## src/rtl/core/ookpwm_pkg.sv

```systemverilog
// Shared types, widths and reset constants of the OOK pulse-width code decoder.
package ookpwm_pkg;

  localparam int DUR_W      = 21;
  localparam int NOM_W      = 16;
  localparam int PCT_W      = 7;
  localparam int MINB_W     = 4;
  localparam int CFG_IDX_W  = 2;
  localparam int CFG_DATA_W = 16;

  localparam int DEF_CODE_BITS   = 12;
  localparam int DEF_QUEUE_DEPTH = 8;

  // nominal * percent fits 23 bits; tolerance = product / 100 by reciprocal
  localparam int PROD_W    = NOM_W + PCT_W;
  localparam int RECIP_W   = 24;
  localparam int TOL_SHIFT = 30;
  localparam logic [RECIP_W-1:0] TOL_RECIP = 24'd10737419;
  localparam int QUOT_W    = PROD_W + RECIP_W;
  localparam int TOL_W     = 17;
  localparam int BND_W     = 19;

  localparam int RST_SHORT_NOM = 320;
  localparam int RST_LONG_NOM  = 640;
  localparam int RST_TOL_PCT   = 40;
  localparam int RST_MIN_BITS  = 8;
  localparam int RST_SHORT_TOL = RST_SHORT_NOM * RST_TOL_PCT / 100;
  localparam int RST_LONG_TOL  = RST_LONG_NOM * RST_TOL_PCT / 100;

  typedef enum logic [CFG_IDX_W-1:0] {
    CFG_SHORT_NOM = 2'd0,
    CFG_LONG_NOM  = 2'd1,
    CFG_TOL_PCT   = 2'd2,
    CFG_MIN_BITS  = 2'd3
  } cfg_idx_e;

  typedef enum logic [1:0] {
    OC_RUN  = 2'd0,
    OC_OK   = 2'd1,
    OC_FAIL = 2'd2
  } outcome_e;

  typedef struct packed {
    logic signed [BND_W-1:0] short_lo;
    logic signed [BND_W-1:0] short_hi;
    logic signed [BND_W-1:0] long_lo;
    logic signed [BND_W-1:0] long_hi;
  } bounds_t;

  typedef struct packed {
    logic neg;
    logic is_short;
    logic is_long;
    logic first;
    logic last;
  } item_t;

endpackage

```

## src/rtl/core/ookpwm_if.sv

```systemverilog
// Valid/ready channel interfaces for duration items and decode results.
interface ookpwm_in_if;
  import ookpwm_pkg::*;

  logic                    valid;
  logic                    ready;
  logic signed [DUR_W-1:0] duration_us;
  logic                    first_of_capture;
  logic                    last_of_capture;

  modport source (output valid, duration_us, first_of_capture, last_of_capture, input ready);
  modport sink   (input valid, duration_us, first_of_capture, last_of_capture, output ready);
endinterface

interface ookpwm_out_if #(
  parameter int CODE_BITS = ookpwm_pkg::DEF_CODE_BITS
);
  logic                 valid;
  logic                 ready;
  logic                 found;
  logic [CODE_BITS-1:0] code;

  modport source (output valid, found, code, input ready);
  modport sink   (input valid, found, code, output ready);
endinterface

```

## src/rtl/core/ookpwm_cfg.sv

```systemverilog
// Configuration registers and the pipeline that derives the match windows.
module ookpwm_cfg (
  input  logic                                clk_i,
  input  logic                                rst_ni,
  input  logic                                cfg_we_i,
  input  logic [ookpwm_pkg::CFG_IDX_W-1:0]    cfg_idx_i,
  input  logic [ookpwm_pkg::CFG_DATA_W-1:0]   cfg_data_i,
  output ookpwm_pkg::bounds_t                 bounds_o,
  output logic [ookpwm_pkg::MINB_W-1:0]       min_bits_o
);
  import ookpwm_pkg::*;

  logic [NOM_W-1:0]  short_q, long_q;
  logic [PCT_W-1:0]  pct_q;
  logic [MINB_W-1:0] minb_q;
  logic [PROD_W-1:0] prod_s_q, prod_l_q, prod_s_d, prod_l_d;
  logic [QUOT_W-1:0] quot_s, quot_l;
  logic [TOL_W-1:0]  tol_s_q, tol_l_q, tol_s_d, tol_l_d;
  bounds_t           bounds_q, bounds_d;

  always_ff @(posedge clk_i or negedge rst_ni) begin
    if (!rst_ni) begin
      short_q <= NOM_W'(RST_SHORT_NOM);
      long_q  <= NOM_W'(RST_LONG_NOM);
      pct_q   <= PCT_W'(RST_TOL_PCT);
      minb_q  <= MINB_W'(RST_MIN_BITS);
    end else if (cfg_we_i) begin
      case (cfg_idx_e'(cfg_idx_i))
        CFG_SHORT_NOM: short_q <= cfg_data_i[NOM_W-1:0];
        CFG_LONG_NOM:  long_q  <= cfg_data_i[NOM_W-1:0];
        CFG_TOL_PCT:   pct_q   <= cfg_data_i[PCT_W-1:0];
        CFG_MIN_BITS:  minb_q  <= cfg_data_i[MINB_W-1:0];
        default: ;
      endcase
    end
  end

  // product, then divide by 100, then window edges, each step in its own register
  assign prod_s_d = PROD_W'({{PCT_W{1'b0}}, short_q} * {{NOM_W{1'b0}}, pct_q});
  assign prod_l_d = PROD_W'({{PCT_W{1'b0}}, long_q} * {{NOM_W{1'b0}}, pct_q});
  assign quot_s   = {{RECIP_W{1'b0}}, prod_s_q} * {{PROD_W{1'b0}}, TOL_RECIP};
  assign quot_l   = {{RECIP_W{1'b0}}, prod_l_q} * {{PROD_W{1'b0}}, TOL_RECIP};
  assign tol_s_d  = quot_s[TOL_SHIFT +: TOL_W];
  assign tol_l_d  = quot_l[TOL_SHIFT +: TOL_W];

  always_comb begin
    bounds_d.short_lo = $signed({{(BND_W-NOM_W){1'b0}}, short_q})
                      - $signed({{(BND_W-TOL_W){1'b0}}, tol_s_q});
    bounds_d.short_hi = $signed({{(BND_W-NOM_W){1'b0}}, short_q})
                      + $signed({{(BND_W-TOL_W){1'b0}}, tol_s_q});
    bounds_d.long_lo  = $signed({{(BND_W-NOM_W){1'b0}}, long_q})
                      - $signed({{(BND_W-TOL_W){1'b0}}, tol_l_q});
    bounds_d.long_hi  = $signed({{(BND_W-NOM_W){1'b0}}, long_q})
                      + $signed({{(BND_W-TOL_W){1'b0}}, tol_l_q});
  end

  always_ff @(posedge clk_i or negedge rst_ni) begin
    if (!rst_ni) begin
      prod_s_q          <= PROD_W'(RST_SHORT_NOM * RST_TOL_PCT);
      prod_l_q          <= PROD_W'(RST_LONG_NOM * RST_TOL_PCT);
      tol_s_q           <= TOL_W'(RST_SHORT_TOL);
      tol_l_q           <= TOL_W'(RST_LONG_TOL);
      bounds_q.short_lo <= BND_W'(RST_SHORT_NOM - RST_SHORT_TOL);
      bounds_q.short_hi <= BND_W'(RST_SHORT_NOM + RST_SHORT_TOL);
      bounds_q.long_lo  <= BND_W'(RST_LONG_NOM - RST_LONG_TOL);
      bounds_q.long_hi  <= BND_W'(RST_LONG_NOM + RST_LONG_TOL);
    end else begin
      prod_s_q <= prod_s_d;
      prod_l_q <= prod_l_d;
      tol_s_q  <= tol_s_d;
      tol_l_q  <= tol_l_d;
      bounds_q <= bounds_d;
    end
  end

  assign bounds_o   = bounds_q;
  assign min_bits_o = minb_q;

endmodule

```

## src/rtl/core/ookpwm_front.sv

```systemverilog
// Front end: accepts durations, takes the magnitude and classifies it as short or long.
module ookpwm_front #(
  parameter int QUEUE_DEPTH = ookpwm_pkg::DEF_QUEUE_DEPTH
) (
  input  logic                clk_i,
  input  logic                rst_ni,
  ookpwm_in_if.sink           dur_i,
  input  ookpwm_pkg::bounds_t bounds_i,
  input  logic                pop_i,
  output logic                push_o,
  output ookpwm_pkg::item_t   item_o
);
  import ookpwm_pkg::*;

  localparam int OCC_W = $clog2(QUEUE_DEPTH + 1);

  logic [OCC_W-1:0]        occ_q, occ_d;
  logic                    accept;
  logic                    v0_q, v1_q, v2_q;
  logic signed [DUR_W-1:0] dur0_q;
  logic                    first0_q, last0_q;
  logic [DUR_W-1:0]        mag1_q, mag2_q, mag_d;
  logic                    neg1_q, neg2_q;
  logic                    first1_q, last1_q, first2_q, last2_q;

  function automatic logic in_window(logic [DUR_W-1:0] mag,
                                     logic signed [BND_W-1:0] lo,
                                     logic signed [BND_W-1:0] hi);
    logic signed [DUR_W:0] m;
    m = $signed({1'b0, mag});
    return (m >= (DUR_W+1)'(lo)) && (m <= (DUR_W+1)'(hi));
  endfunction

  // hold one credit per item between the port and the back end
  assign dur_i.ready = (occ_q < OCC_W'(QUEUE_DEPTH));
  assign accept      = dur_i.valid && dur_i.ready;
  assign occ_d       = occ_q + OCC_W'(accept) - OCC_W'(pop_i);

  assign mag_d = dur0_q[DUR_W-1] ? DUR_W'(-dur0_q) : dur0_q;

  always_ff @(posedge clk_i or negedge rst_ni) begin
    if (!rst_ni) begin
      occ_q <= '0;
      v0_q  <= 1'b0;
      v1_q  <= 1'b0;
      v2_q  <= 1'b0;
    end else begin
      occ_q <= occ_d;
      v0_q  <= accept;
      v1_q  <= v0_q;
      v2_q  <= v1_q;
    end
  end

  // the extra stage lines the compare up with the window update after a write
  always_ff @(posedge clk_i) begin
    dur0_q   <= dur_i.duration_us;
    first0_q <= dur_i.first_of_capture;
    last0_q  <= dur_i.last_of_capture;
    mag1_q   <= mag_d;
    neg1_q   <= dur0_q[DUR_W-1];
    first1_q <= first0_q;
    last1_q  <= last0_q;
    mag2_q   <= mag1_q;
    neg2_q   <= neg1_q;
    first2_q <= first1_q;
    last2_q  <= last1_q;
  end

  assign push_o          = v2_q;
  assign item_o.neg      = neg2_q;
  assign item_o.is_short = in_window(mag2_q, bounds_i.short_lo, bounds_i.short_hi);
  assign item_o.is_long  = in_window(mag2_q, bounds_i.long_lo, bounds_i.long_hi);
  assign item_o.first    = first2_q;
  assign item_o.last     = last2_q;

  occ_bound_a: assert property (@(posedge clk_i) disable iff (!rst_ni)
    occ_q <= OCC_W'(QUEUE_DEPTH))
    else $error("front credit count above queue depth");

endmodule

```

## src/rtl/core/ookpwm_fifo.sv

```systemverilog
// Small register queue between the classifier and the decoder.
module ookpwm_fifo #(
  parameter int WIDTH = 8,
  parameter int DEPTH = 8
) (
  input  logic             clk_i,
  input  logic             rst_ni,
  input  logic             push_i,
  input  logic [WIDTH-1:0] data_i,
  input  logic             pop_i,
  output logic             empty_o,
  output logic [WIDTH-1:0] data_o
);

  localparam int PTR_W = (DEPTH > 1) ? $clog2(DEPTH) : 1;
  localparam int CNT_W = $clog2(DEPTH + 1);

  logic [WIDTH-1:0] mem_q [DEPTH];
  logic [PTR_W-1:0] wr_ptr_q, rd_ptr_q;
  logic [CNT_W-1:0] cnt_q;

  function automatic logic [PTR_W-1:0] next_ptr(logic [PTR_W-1:0] p);
    return (p == PTR_W'(DEPTH - 1)) ? '0 : p + PTR_W'(1);
  endfunction

  always_ff @(posedge clk_i or negedge rst_ni) begin
    if (!rst_ni) begin
      wr_ptr_q <= '0;
      rd_ptr_q <= '0;
      cnt_q    <= '0;
    end else begin
      if (push_i) wr_ptr_q <= next_ptr(wr_ptr_q);
      if (pop_i)  rd_ptr_q <= next_ptr(rd_ptr_q);
      cnt_q <= cnt_q + CNT_W'(push_i) - CNT_W'(pop_i);
    end
  end

  always_ff @(posedge clk_i) begin
    if (push_i) mem_q[wr_ptr_q] <= data_i;
  end

  assign empty_o = (cnt_q == '0);
  assign data_o  = mem_q[rd_ptr_q];

  no_overflow_a: assert property (@(posedge clk_i) disable iff (!rst_ni)
    push_i |-> (cnt_q != CNT_W'(DEPTH)))
    else $error("push into full queue");

endmodule

```

## src/rtl/core/ookpwm_back.sv

```systemverilog
// Back end: pairs classified durations, shifts bits into the code, registers the result.
module ookpwm_back #(
  parameter int CODE_BITS = ookpwm_pkg::DEF_CODE_BITS
) (
  input  logic                          clk_i,
  input  logic                          rst_ni,
  input  logic                          empty_i,
  input  ookpwm_pkg::item_t             head_i,
  input  logic [ookpwm_pkg::MINB_W-1:0] min_bits_i,
  output logic                          pop_o,
  ookpwm_out_if.source                  res_o
);
  import ookpwm_pkg::*;

  localparam int BITS_W = $clog2(CODE_BITS + 1);
  localparam int CMP_W  = (BITS_W > MINB_W) ? BITS_W : MINB_W;

  logic                 phase_q, phase_d;
  logic                 hneg_q, hneg_d, hshort_q, hshort_d, hlong_q, hlong_d;
  logic [CODE_BITS-1:0] shift_q, shift_d;
  logic [BITS_W-1:0]    bits_q, bits_d;
  outcome_e             outcome_q, outcome_d;
  logic                 at_start_q, at_start_d;
  logic                 skip, bit_val;
  logic                 res_valid_q, res_valid_d, found_q, found_d;
  logic [CODE_BITS-1:0] code_q, code_d;

  assign pop_o = !empty_i && (!head_i.last || !res_valid_q || res_o.ready);

  always_comb begin
    phase_d     = phase_q;
    hneg_d      = hneg_q;
    hshort_d    = hshort_q;
    hlong_d     = hlong_q;
    shift_d     = shift_q;
    bits_d      = bits_q;
    outcome_d   = outcome_q;
    at_start_d  = at_start_q;
    found_d     = found_q;
    code_d      = code_q;
    res_valid_d = res_valid_q && !res_o.ready;
    skip        = 1'b0;
    bit_val     = 1'b0;
    if (pop_o) begin
      if (head_i.first) begin
        phase_d    = 1'b0;
        shift_d    = '0;
        bits_d     = '0;
        outcome_d  = OC_RUN;
        at_start_d = 1'b1;
      end
      // drop a leading low level of a capture
      skip       = at_start_d && head_i.neg;
      at_start_d = 1'b0;
      if (!skip && outcome_d == OC_RUN) begin
        if (!phase_d) begin
          hneg_d   = head_i.neg;
          hshort_d = head_i.is_short;
          hlong_d  = head_i.is_long;
          phase_d  = 1'b1;
        end else begin
          phase_d = 1'b0;
          if (hneg_d) begin
            outcome_d = OC_FAIL;
          end else if ((hshort_d && head_i.is_long) || (hlong_d && head_i.is_short)) begin
            // short-long wins when both patterns match
            bit_val = !(hshort_d && head_i.is_long);
            shift_d = CODE_BITS'({shift_d, bit_val});
            bits_d  = bits_d + BITS_W'(1);
            if (bits_d == BITS_W'(CODE_BITS)) outcome_d = OC_OK;
          end else if (CMP_W'(bits_d) >= CMP_W'(min_bits_i)) begin
            outcome_d = OC_FAIL;
          end else begin
            shift_d = '0;
            bits_d  = '0;
          end
        end
      end
      if (head_i.last) begin
        found_d     = (outcome_d == OC_OK);
        code_d      = (outcome_d == OC_OK) ? shift_d : '0;
        res_valid_d = 1'b1;
        phase_d     = 1'b0;
        shift_d     = '0;
        bits_d      = '0;
        outcome_d   = OC_RUN;
        at_start_d  = 1'b1;
      end
    end
  end

  always_ff @(posedge clk_i or negedge rst_ni) begin
    if (!rst_ni) begin
      phase_q     <= 1'b0;
      hneg_q      <= 1'b0;
      hshort_q    <= 1'b0;
      hlong_q     <= 1'b0;
      shift_q     <= '0;
      bits_q      <= '0;
      outcome_q   <= OC_RUN;
      at_start_q  <= 1'b1;
      res_valid_q <= 1'b0;
    end else begin
      phase_q     <= phase_d;
      hneg_q      <= hneg_d;
      hshort_q    <= hshort_d;
      hlong_q     <= hlong_d;
      shift_q     <= shift_d;
      bits_q      <= bits_d;
      outcome_q   <= outcome_d;
      at_start_q  <= at_start_d;
      res_valid_q <= res_valid_d;
    end
  end

  always_ff @(posedge clk_i) begin
    found_q <= found_d;
    code_q  <= code_d;
  end

  assign res_o.valid = res_valid_q;
  assign res_o.found = found_q;
  assign res_o.code  = code_q;

  code_zero_a: assert property (@(posedge clk_i) disable iff (!rst_ni)
    (res_valid_q && !found_q) |-> (code_q == '0))
    else $error("code nonzero on a failed decode");

  ok_count_a: assert property (@(posedge clk_i) disable iff (!rst_ni)
    (outcome_q == OC_OK) |-> (bits_q == BITS_W'(CODE_BITS)))
    else $error("decode success without a full bit count");

  bits_range_a: assert property (@(posedge clk_i) disable iff (!rst_ni)
    bits_q <= BITS_W'(CODE_BITS))
    else $error("bit count beyond code length");

endmodule

```

## src/rtl/core/ook_pwm_code_decoder_unit.sv

```systemverilog
// Top level of the OOK pulse-width code decoder: config, classifier, queue and decoder.
// Result path: input, magnitude, queue and result registers. Throughput: one duration per
// cycle while credits last; the front credit counter allows QUEUE_DEPTH items ahead of the
// decoder, which retires one queued item per cycle unless a last item waits on a held result.
// Reset: asynchronous, active low; registers return to their defaults at once, the
// capture state clears and the next item opens a new capture. No clearing pass.
module ook_pwm_code_decoder_unit #(
  parameter int CODE_BITS   = ookpwm_pkg::DEF_CODE_BITS,
  parameter int QUEUE_DEPTH = ookpwm_pkg::DEF_QUEUE_DEPTH
) (
  input  logic                              clk_i,
  input  logic                              rst_ni,
  input  logic                              cfg_we_i,
  input  logic [ookpwm_pkg::CFG_IDX_W-1:0]  cfg_idx_i,
  input  logic [ookpwm_pkg::CFG_DATA_W-1:0] cfg_data_i,
  ookpwm_in_if.sink                         dur_i,
  ookpwm_out_if.source                      res_o
);
  import ookpwm_pkg::*;

  bounds_t           bounds;
  logic [MINB_W-1:0] min_bits;
  logic              push, pop, empty;
  item_t             item_in, item_head;

  ookpwm_cfg u_cfg (
    .clk_i      (clk_i),
    .rst_ni     (rst_ni),
    .cfg_we_i   (cfg_we_i),
    .cfg_idx_i  (cfg_idx_i),
    .cfg_data_i (cfg_data_i),
    .bounds_o   (bounds),
    .min_bits_o (min_bits)
  );

  ookpwm_front #(
    .QUEUE_DEPTH (QUEUE_DEPTH)
  ) u_front (
    .clk_i    (clk_i),
    .rst_ni   (rst_ni),
    .dur_i    (dur_i),
    .bounds_i (bounds),
    .pop_i    (pop),
    .push_o   (push),
    .item_o   (item_in)
  );

  ookpwm_fifo #(
    .WIDTH ($bits(item_t)),
    .DEPTH (QUEUE_DEPTH)
  ) u_fifo (
    .clk_i   (clk_i),
    .rst_ni  (rst_ni),
    .push_i  (push),
    .data_i  (item_in),
    .pop_i   (pop),
    .empty_o (empty),
    .data_o  (item_head)
  );

  ookpwm_back #(
    .CODE_BITS (CODE_BITS)
  ) u_back (
    .clk_i      (clk_i),
    .rst_ni     (rst_ni),
    .empty_i    (empty),
    .head_i     (item_head),
    .min_bits_i (min_bits),
    .pop_o      (pop),
    .res_o      (res_o)
  );

endmodule

```

## src/flat_wrapper.sv

```systemverilog
// flat-port wrapper written by rule: the top's interface ports become plain ports
module ook_pwm_code_decoder_unit_flat import ookpwm_pkg::*;
#(
  parameter int CODE_BITS   = ookpwm_pkg::DEF_CODE_BITS,
  parameter int QUEUE_DEPTH = ookpwm_pkg::DEF_QUEUE_DEPTH
)
  (clk_i, rst_ni, cfg_we_i, cfg_idx_i, cfg_data_i, dur_i_valid, dur_i_duration_us, dur_i_first_of_capture, dur_i_last_of_capture, dur_i_ready, res_o_valid, res_o_found, res_o_code, res_o_ready);
  ookpwm_in_if dur_i_i ();
  ookpwm_out_if #(.CODE_BITS(CODE_BITS)) res_o_i ();
  input  logic clk_i;
  input  logic rst_ni;
  input  logic cfg_we_i;
  input  logic [ookpwm_pkg::CFG_IDX_W-1:0] cfg_idx_i;
  input  logic [ookpwm_pkg::CFG_DATA_W-1:0] cfg_data_i;
  input wire logic [$bits(dur_i_i.valid)-1:0] dur_i_valid;
  input wire logic [$bits(dur_i_i.duration_us)-1:0] dur_i_duration_us;
  input wire logic [$bits(dur_i_i.first_of_capture)-1:0] dur_i_first_of_capture;
  input wire logic [$bits(dur_i_i.last_of_capture)-1:0] dur_i_last_of_capture;
  output wire logic [$bits(dur_i_i.ready)-1:0] dur_i_ready;
  output wire logic [$bits(res_o_i.valid)-1:0] res_o_valid;
  output wire logic [$bits(res_o_i.found)-1:0] res_o_found;
  output wire logic [$bits(res_o_i.code)-1:0] res_o_code;
  input wire logic [$bits(res_o_i.ready)-1:0] res_o_ready;
  assign dur_i_i.valid = dur_i_valid;
  assign dur_i_i.duration_us = dur_i_duration_us;
  assign dur_i_i.first_of_capture = dur_i_first_of_capture;
  assign dur_i_i.last_of_capture = dur_i_last_of_capture;
  assign dur_i_ready = dur_i_i.ready;
  assign res_o_valid = res_o_i.valid;
  assign res_o_found = res_o_i.found;
  assign res_o_code = res_o_i.code;
  assign res_o_i.ready = res_o_ready;
  ook_pwm_code_decoder_unit #(.CODE_BITS(CODE_BITS), .QUEUE_DEPTH(QUEUE_DEPTH)) u_core (.clk_i(clk_i), .rst_ni(rst_ni), .cfg_we_i(cfg_we_i), .cfg_idx_i(cfg_idx_i), .cfg_data_i(cfg_data_i), .dur_i(dur_i_i), .res_o(res_o_i));
endmodule
```

## config.mk

```make
export PLATFORM = sky130hd
export DESIGN_NAME = ook_pwm_code_decoder_unit_flat
export DESIGN_NICKNAME = d
export VERILOG_FILES = /design/src/rtl/core/ookpwm_pkg.sv /design/src/rtl/core/ookpwm_if.sv /design/src/rtl/core/ookpwm_cfg.sv /design/src/rtl/core/ookpwm_front.sv /design/src/rtl/core/ookpwm_fifo.sv /design/src/rtl/core/ookpwm_back.sv /design/src/rtl/core/ook_pwm_code_decoder_unit.sv /design/src/flat_wrapper.sv
export SDC_FILE = /design/constraint.sdc
export NUM_CORES = 2
export LEC_CHECK = 0
export ABC_AREA = 0
export BUFFER_PORTS_ARGS = -buffer_cell sky130_fd_sc_hd__buf_2
export CORE_MARGIN = 5
export CORE_UTILIZATION = 55
export CTS_CLUSTER_DIAMETER = 30
export DETAILED_ROUTE_END_ITERATION = 16
export HOLD_SLACK_MARGIN = 0.1
export PLACE_DENSITY = 0.71
export REMOVE_ABC_BUFFERS = 1
export SETUP_SLACK_MARGIN = 0.15
export SLEW_MARGIN = 20
export SYNTH_ARGS = -nofsm -noshare
export SYNTH_HDL_FRONTEND = slang
export SYNTH_SLANG_ARGS = --single-unit
```

## constraint.sdc

```tcl
create_clock -name clk_i -period 8.19 [get_ports clk_i]
set_clock_uncertainty 0.2 [all_clocks]
set_input_delay 0.4095 -clock clk_i [delete_from_list [all_inputs] [get_ports clk_i]]
set_output_delay 0.4095 -clock clk_i [all_outputs]
set_load 0.02 [all_outputs]
```

# Yosys cells after proc, flatten, opt, wreduce, memory -nomap -nowiden
# Memories as Yosys holds them, arrays and structs flattened.
# Index checks and enable logic that the tools add are counted.
[word_totals]
reg_bits = 320
latchBits = 0
ramBits = 40
romBits = 0
in_bits = 46
output_inout_bits = 15
wordCells = 140
memories = 1
[classes]
n_addsub = 12
multipliers = 4
div_mod_pow = 0
magnitude_cmp = 6
n_eq_ne = 7
shifts = 0
mux = 40
n_bitwise = 1
reduce_logical = 27
[memory_table]
columns = ["memory", "depth", "width", "read_ports", "rd_clocked_by_memory_dff", "write_ports", "line", "source"]
rows = [
  ["u_core.u_fifo.mem_q", 8, 5, 1, 0, 1, "ookpwm_fifo.sv:18", "logic [WIDTH-1:0] mem_q [DEPTH];"],
]
[ops]
columns = ["op", "n"]
rows = [
  ["multiplier 23 x 24 -> 47 bit (second input constant)", 2],
  ["2-to-1 mux 12 bit", 7],
  ["multiplier 16 x 7 -> 23 bit", 2],
  ["greater-or-equal comparator 22 x 18 -> 1 bit", 2],
  ["<= comparator 21 x 18 -> 1 bit", 2],
  ["adder 16 x 17 -> 18 bit", 2],
  ["subtractor 16 x 17 -> 18 bit", 2],
  ["2-to-1 mux 4 bit", 8],
  ["negation 21 bit", 1],
  ["2-to-1 mux 2 bit", 10],
  ["2-to-1 mux 20 bit", 1],
  ["2-to-1 mux 1 bit", 12],
  ["AND reduction 2 bit", 5],
  ["logical AND 1 bit", 9],
  ["adder 4 x 1 -> 4 bit", 2],
  ["subtractor 4 x 1 -> 4 bit", 2],
  ["adder 3 x 1 -> 3 bit (second input constant)", 2],
  ["== test 3 bit (second input constant)", 2],
  ["logical NOT 1 bit", 6],
  ["2-to-1 mux 3 bit", 2],
  ["adder 4 x 1 -> 4 bit (second input constant)", 1],
  ["== test 2 x 1 -> 1 bit (second input constant)", 2],
  ["== test 2 bit (second input constant)", 2],
  ["== test 4 bit (second input constant)", 1],
  ["7 further kinds", 10],
]

# Logic depth before layout (Yosys ltp)
# An unclocked memory read counts as a cell.
[depth]
word_depth = 15
depth_mapped = 26
ltp_nobuf = 26

# Modules after synthesis
# From an unflattened synthesis, not the netlist that was laid out.
[hier_totals]
hier_cells = 3986
hier_area_um2 = 41118.2
[by_module_without_submodules]
columns = ["mod", "instances", "cells_each", "area_per_inst_um2", "seq_area_each_um2"]
rows = [
  ["ookpwm_cfg", 1, 3257, 32951.6, 4860.9],
  ["ookpwm_front", 1, 427, 4182.8, 1596.5],
  ["ookpwm_fifo", 1, 123, 2119.5, 1451.4],
  ["ookpwm_back", 1, 179, 1864.3, 992.2],
]

# Worst setup path after synthesis
# OpenSTA, ideal clock, no wires.
[synth_path]
path_kind = "reg-to-reg"
startpoint = "register u_core.u_cfg.prod_s_q[6]"
endpoint = "register u_core.u_cfg.tol_s_q[10]"
setup_ps = 80
arrival_time_ps = 6369
required_time_ps = 7910
setup_slack_ps = 1541
path_stages_with_launch = 25
path_buffers = 0
synth_period_minus_slack_ps = 6649
path_cell_list = "dfrtp_1 inv_1 fa_1 inv_1 fa_1 inv_1 fa_1 fa_1 inv_1 fa_1 fa_1 inv_1 fa_1 inv_1 ha_1 a21oi_1 o21ai_0 a22oi_1 a31oi_1 o21a_1 o41ai_1 o21ai_0 a21o_1 a31oi_1 xnor2_1"
[synth_via]
elab_chain_len = 1
[synth_rtl]
columns = ["item", "line", "source"]
rows = [
  ["from (decl)", "ookpwm_cfg.sv:16", "logic [PROD_W-1:0] prod_s_q, prod_l_q, prod_s_d, prod_l_d;"],
  ["from (signal assigned)", "ookpwm_cfg.sv:59", "prod_s_q <= PROD_W'(RST_SHORT_NOM * RST_TOL_PCT);"],
  ["from (signal assigned)", "ookpwm_cfg.sv:68", "prod_s_q <= prod_s_d;"],
  ["multiplier 23 x 24 -> 47 bit", "ookpwm_cfg.sv:41", "assign quot_s = {{RECIP_W{1'b0}}, prod_s_q} * {{PROD_W{1'b0}}, TOL_RECIP};"],
  ["via u_core.u_cfg.quot_s[40]", "ookpwm_cfg.sv:17", "logic [QUOT_W-1:0] quot_s, quot_l;"],
  ["to (signal assigned)", "ookpwm_cfg.sv:61", "tol_s_q <= TOL_W'(RST_SHORT_TOL);"],
  ["to (signal assigned)", "ookpwm_cfg.sv:70", "tol_s_q <= tol_s_d;"],
  ["to (decl)", "ookpwm_cfg.sv:18", "logic [TOL_W-1:0] tol_s_q, tol_l_q, tol_s_d, tol_l_d;"],
]
# The timed path passes the listed nets, and every way through them passes these cells.
# A chain may end at the register's enable or synchronous reset.

# Worst setup path after layout
[layout_path]
startpoint = "register u_core.u_cfg.prod_s_q[12]"
endpoint = "register u_core.u_cfg.tol_s_q[14]"
# Same word-level chain as after synthesis.

==> results_dict.tcl <==
set metrics [dict create \
    hold_class "flip-flop to flip-flop" \
    crit_path_max_fanout 7 \
    maxCapViolCount 0 \
    wl_um 91600 \
    met2_usage_pct 38.8 \
    cts-buffers-inserted 75 \
    grt_pass1_vias 28900 \
    clock.fmax_ghz 0.136 \
    drive_gt1_share_pct 7.52 \
    yosys-top-cells-area "fa_1 (26%), ha_1 (22%), dfrtp_1 (13%), inv_1 (8.2%), edfxtp_1 (3.9%)" \
    initial_core_util_pct 55.5 \
    synthArstFlopShare_pct 65.4 \
    status "finished, final reports clean" \
    synth_seq_cells 358 \
    slowest_stage "dfstp_2" \
    layout_common_cells "inv_1 (887), ha_1 (725), fa_1 (534)" \
    synth-main-ff-cell "dfrtp_1" \
    grt_max_degree 157 \
    syn_avg_cell_area_um2 10.4 \
    crit_chain "inv_1, fa_1, fa_1, fa_1, inv_1, fa_1, fa_1, inv_1, fa_1, inv_1, ha_1, ha_1, nand4_1, nor4_1, a22oi_1, a31oi_1, o21ai_0, o21ai_0, o41ai_1, nand2b_1, a21bo_2, a21boi_0" \
    fin_area_mm2 0.0451 \
    cts_max_path_buffers 3 \
    crit_required_ns 8.46 \
    vias 27000 \
    num_rows 99 \
    cts.clk_slew.worst_paths_ns 0.05 \
    rsz0062_at_grt "false" \
    syn-cell-area_mm2 0.0405 \
    worstSkewPairLatency_ns 0.62 \
    fin_ws_ns 0.833 \
    fin_crit_sh_pct 89.8 \
    area_delta_synth_final_pct 11.6 \
    synth_top_cell_area_share_pct 26.4 \
    portBuffers 60 \
    fin_nets 5324 \
    clock-sinks 358 \
    grt_use_met3_pct 4.35 \
    synth-seq-area-share_pct 22.0 \
    cp-start-kind "flip-flop" \
    fp.dieH_um 281 \
    period_needed_ns 7.36 \
    top_usage_layer "met2" \
    core-area_mm2 0.0730 \
    place_congestion 0.968 \
    synth_edf_count 53 \
    htreeDepth 3 \
    ys_warn_count 0 \
    die_area_mm2 0.0791 \
    crit_top_cell "fa_1" \
    io_pins 61 \
    grt_usage_pct 24.2 \
    antenna_found_initial 6 \
    synth_top_area_cell "fa_1" \
    hold_viol 0 \
    cts-root-buf "clkbuf_16" \
    drt-initial-drc-count 1471 \
    max_slew_margin_pct 23.4 \
    die_w_um 281 \
    drtPass1Iterations 5 \
    vias_per_cell 5.34 \
    cpPeakStageDelay_ns 0.61 \
    post-place-ws_ns 0.887 \
    place_area_mm2 0.0419 \
    met1_usage_pct 34.6 \
    layout.cells.most_common "inv_1" \
    tritoncts "built" \
    path_class "flip-flop to flip-flop" \
    final-setup-viol-count 0 \
    arrival_ns 7.62 \
    wl_per_cell_um 18.2 \
    gr-total-overflow 0 \
    hpwl_um 76200 \
    drt.antenna.violating_nets 0 \
    utilization_pct 61.9 \
    grt_pass1_wl_um 152000 \
    drv_slew 0 \
    tightest_slew_ns 1.15 \
    tns_ns 0 \
    cp-end-kind "flip-flop" \
    synthCells 3876 \
    synth_cell_types 77 \
    drc 0 \
]
==> flip-flops by register name, summed over array words and instances, names as in the netlist, 16 cells and up <==
signal,cells
u_core.u_cfg.bounds_o,70
u_core.u_cfg.long_q,16
u_core.u_cfg.prod_l_q,23
u_core.u_cfg.prod_s_q,23
u_core.u_cfg.short_q,16
u_core.u_cfg.tol_l_q,17
u_core.u_cfg.tol_s_q,17
u_core.u_fifo.mem_q,40
u_core.u_front.dur0_q,21
u_core.u_front.mag1_q,21
u_core.u_front.mag2_q,21
==> cell families after synthesis <==
family | count (synthesis) | share of synthesized area [%]
adder cells (fa/ha/maj) | 1259 | 48.8
buffers and inverters | 936 | 8.71
AND/OR/NAND/NOR | 680 | 8.27
AO/OA/AOI/OAI | 443 | 7.17
flip-flops | 358 | 22.0
XOR/XNOR | 141 | 3.05
multiplexers | 59 | 1.95
==> stage by stage <==
step | hold WS (ns) | instances
floorplan | -0.0861 | 3827
global placement | 0.110 | 4856
detailed placement | 0.112 | 4856
CTS | 0.105 | 5041
global route | 0.126 | 5042
finish | 0.125 | 5044
==> synth_stat cells (23+ instances only) <==
library cell	number
a21o_1	42
o21bai_1	23
ha_1	725
o21ai_0	85
a21oi_1	120
fa_1	534
dfxtp_1	71
edfxtp_1	53
inv_1	887
xnor2_1	102
nand2b_1	23
xor2_1	39
nor3_1	46
dfrtp_1	208
nor2_1	136
o21a_1	27
nand2_1	211
nand3_1	40
nor2b_1	34
dfstp_2	26
and2_1	91
mux2_2	46
clkbuf_1	44
==> path summary, 6_finish.rpt <==
path                                                start                        end  slack (ns)  cells after the start
worst max-delay path            u_core.u_cfg.prod_s_q[12]   u_core.u_cfg.tol_s_q[14]        0.83                     22
worst min-delay path            u_core.u_front.mag1_q[16]  u_core.u_front.mag2_q[16]        0.12                      0
worst max register to register  u_core.u_cfg.prod_s_q[12]   u_core.u_cfg.tol_s_q[14]        0.83                     22
worst min register to register  u_core.u_front.mag1_q[16]  u_core.u_front.mag2_q[16]        0.12                      0
max in group asynchronous                          rst_ni    u_core.u_cfg.long_q[13]        6.32                      3
min in group asynchronous                          rst_ni     u_core.u_fifo.cnt_q[1]        0.13                      2
==> metal layers <==
layer	up-vias	share of wire (%)
li1	12800	-
met1	13400	46
met2	627	46
met3	122	5.8
met4	4	2.3
met5	-	0.029
==> critical path, delay by kind of cell, from the launching register on <==
kind	cells	cell delay, ns
buffers and inverters	4	0.27
AND/OR/NAND/NOR	3	0.79
flip-flops	1	0.61
adder cells (fa/ha/maj)	8	3.64
AO/OA/AOI/OAI	7	1.73
==> layout make-up <==
cell class | count | area, um2
inverters | 887 | 3330
well taps | 959 | 1200
diodes | 3 | 7.51
fillers | 5938 | 27800
clock inverters | 49 | 776
clock buffers | 91 | 2040
multi-input cells | 2582 | 28000
flip-flops and latches | 358 | 8900
repair buffers | 115 | 848
==> what timing repair did <==
| action | in CTS | in global routing |
|---|---|---|
| resized for setup | 0 | 0 |
| setup endpoints to repair | 0 | 0 |
| hold buffers | 45 | 0 |
| hold endpoints to repair | 146 | 0 |
| setup buffers | 0 | 0 |
Power is left out: the tool's default activity adds up to more than one toggle a clock period on the data nets, which glitch-free logic cannot reach.
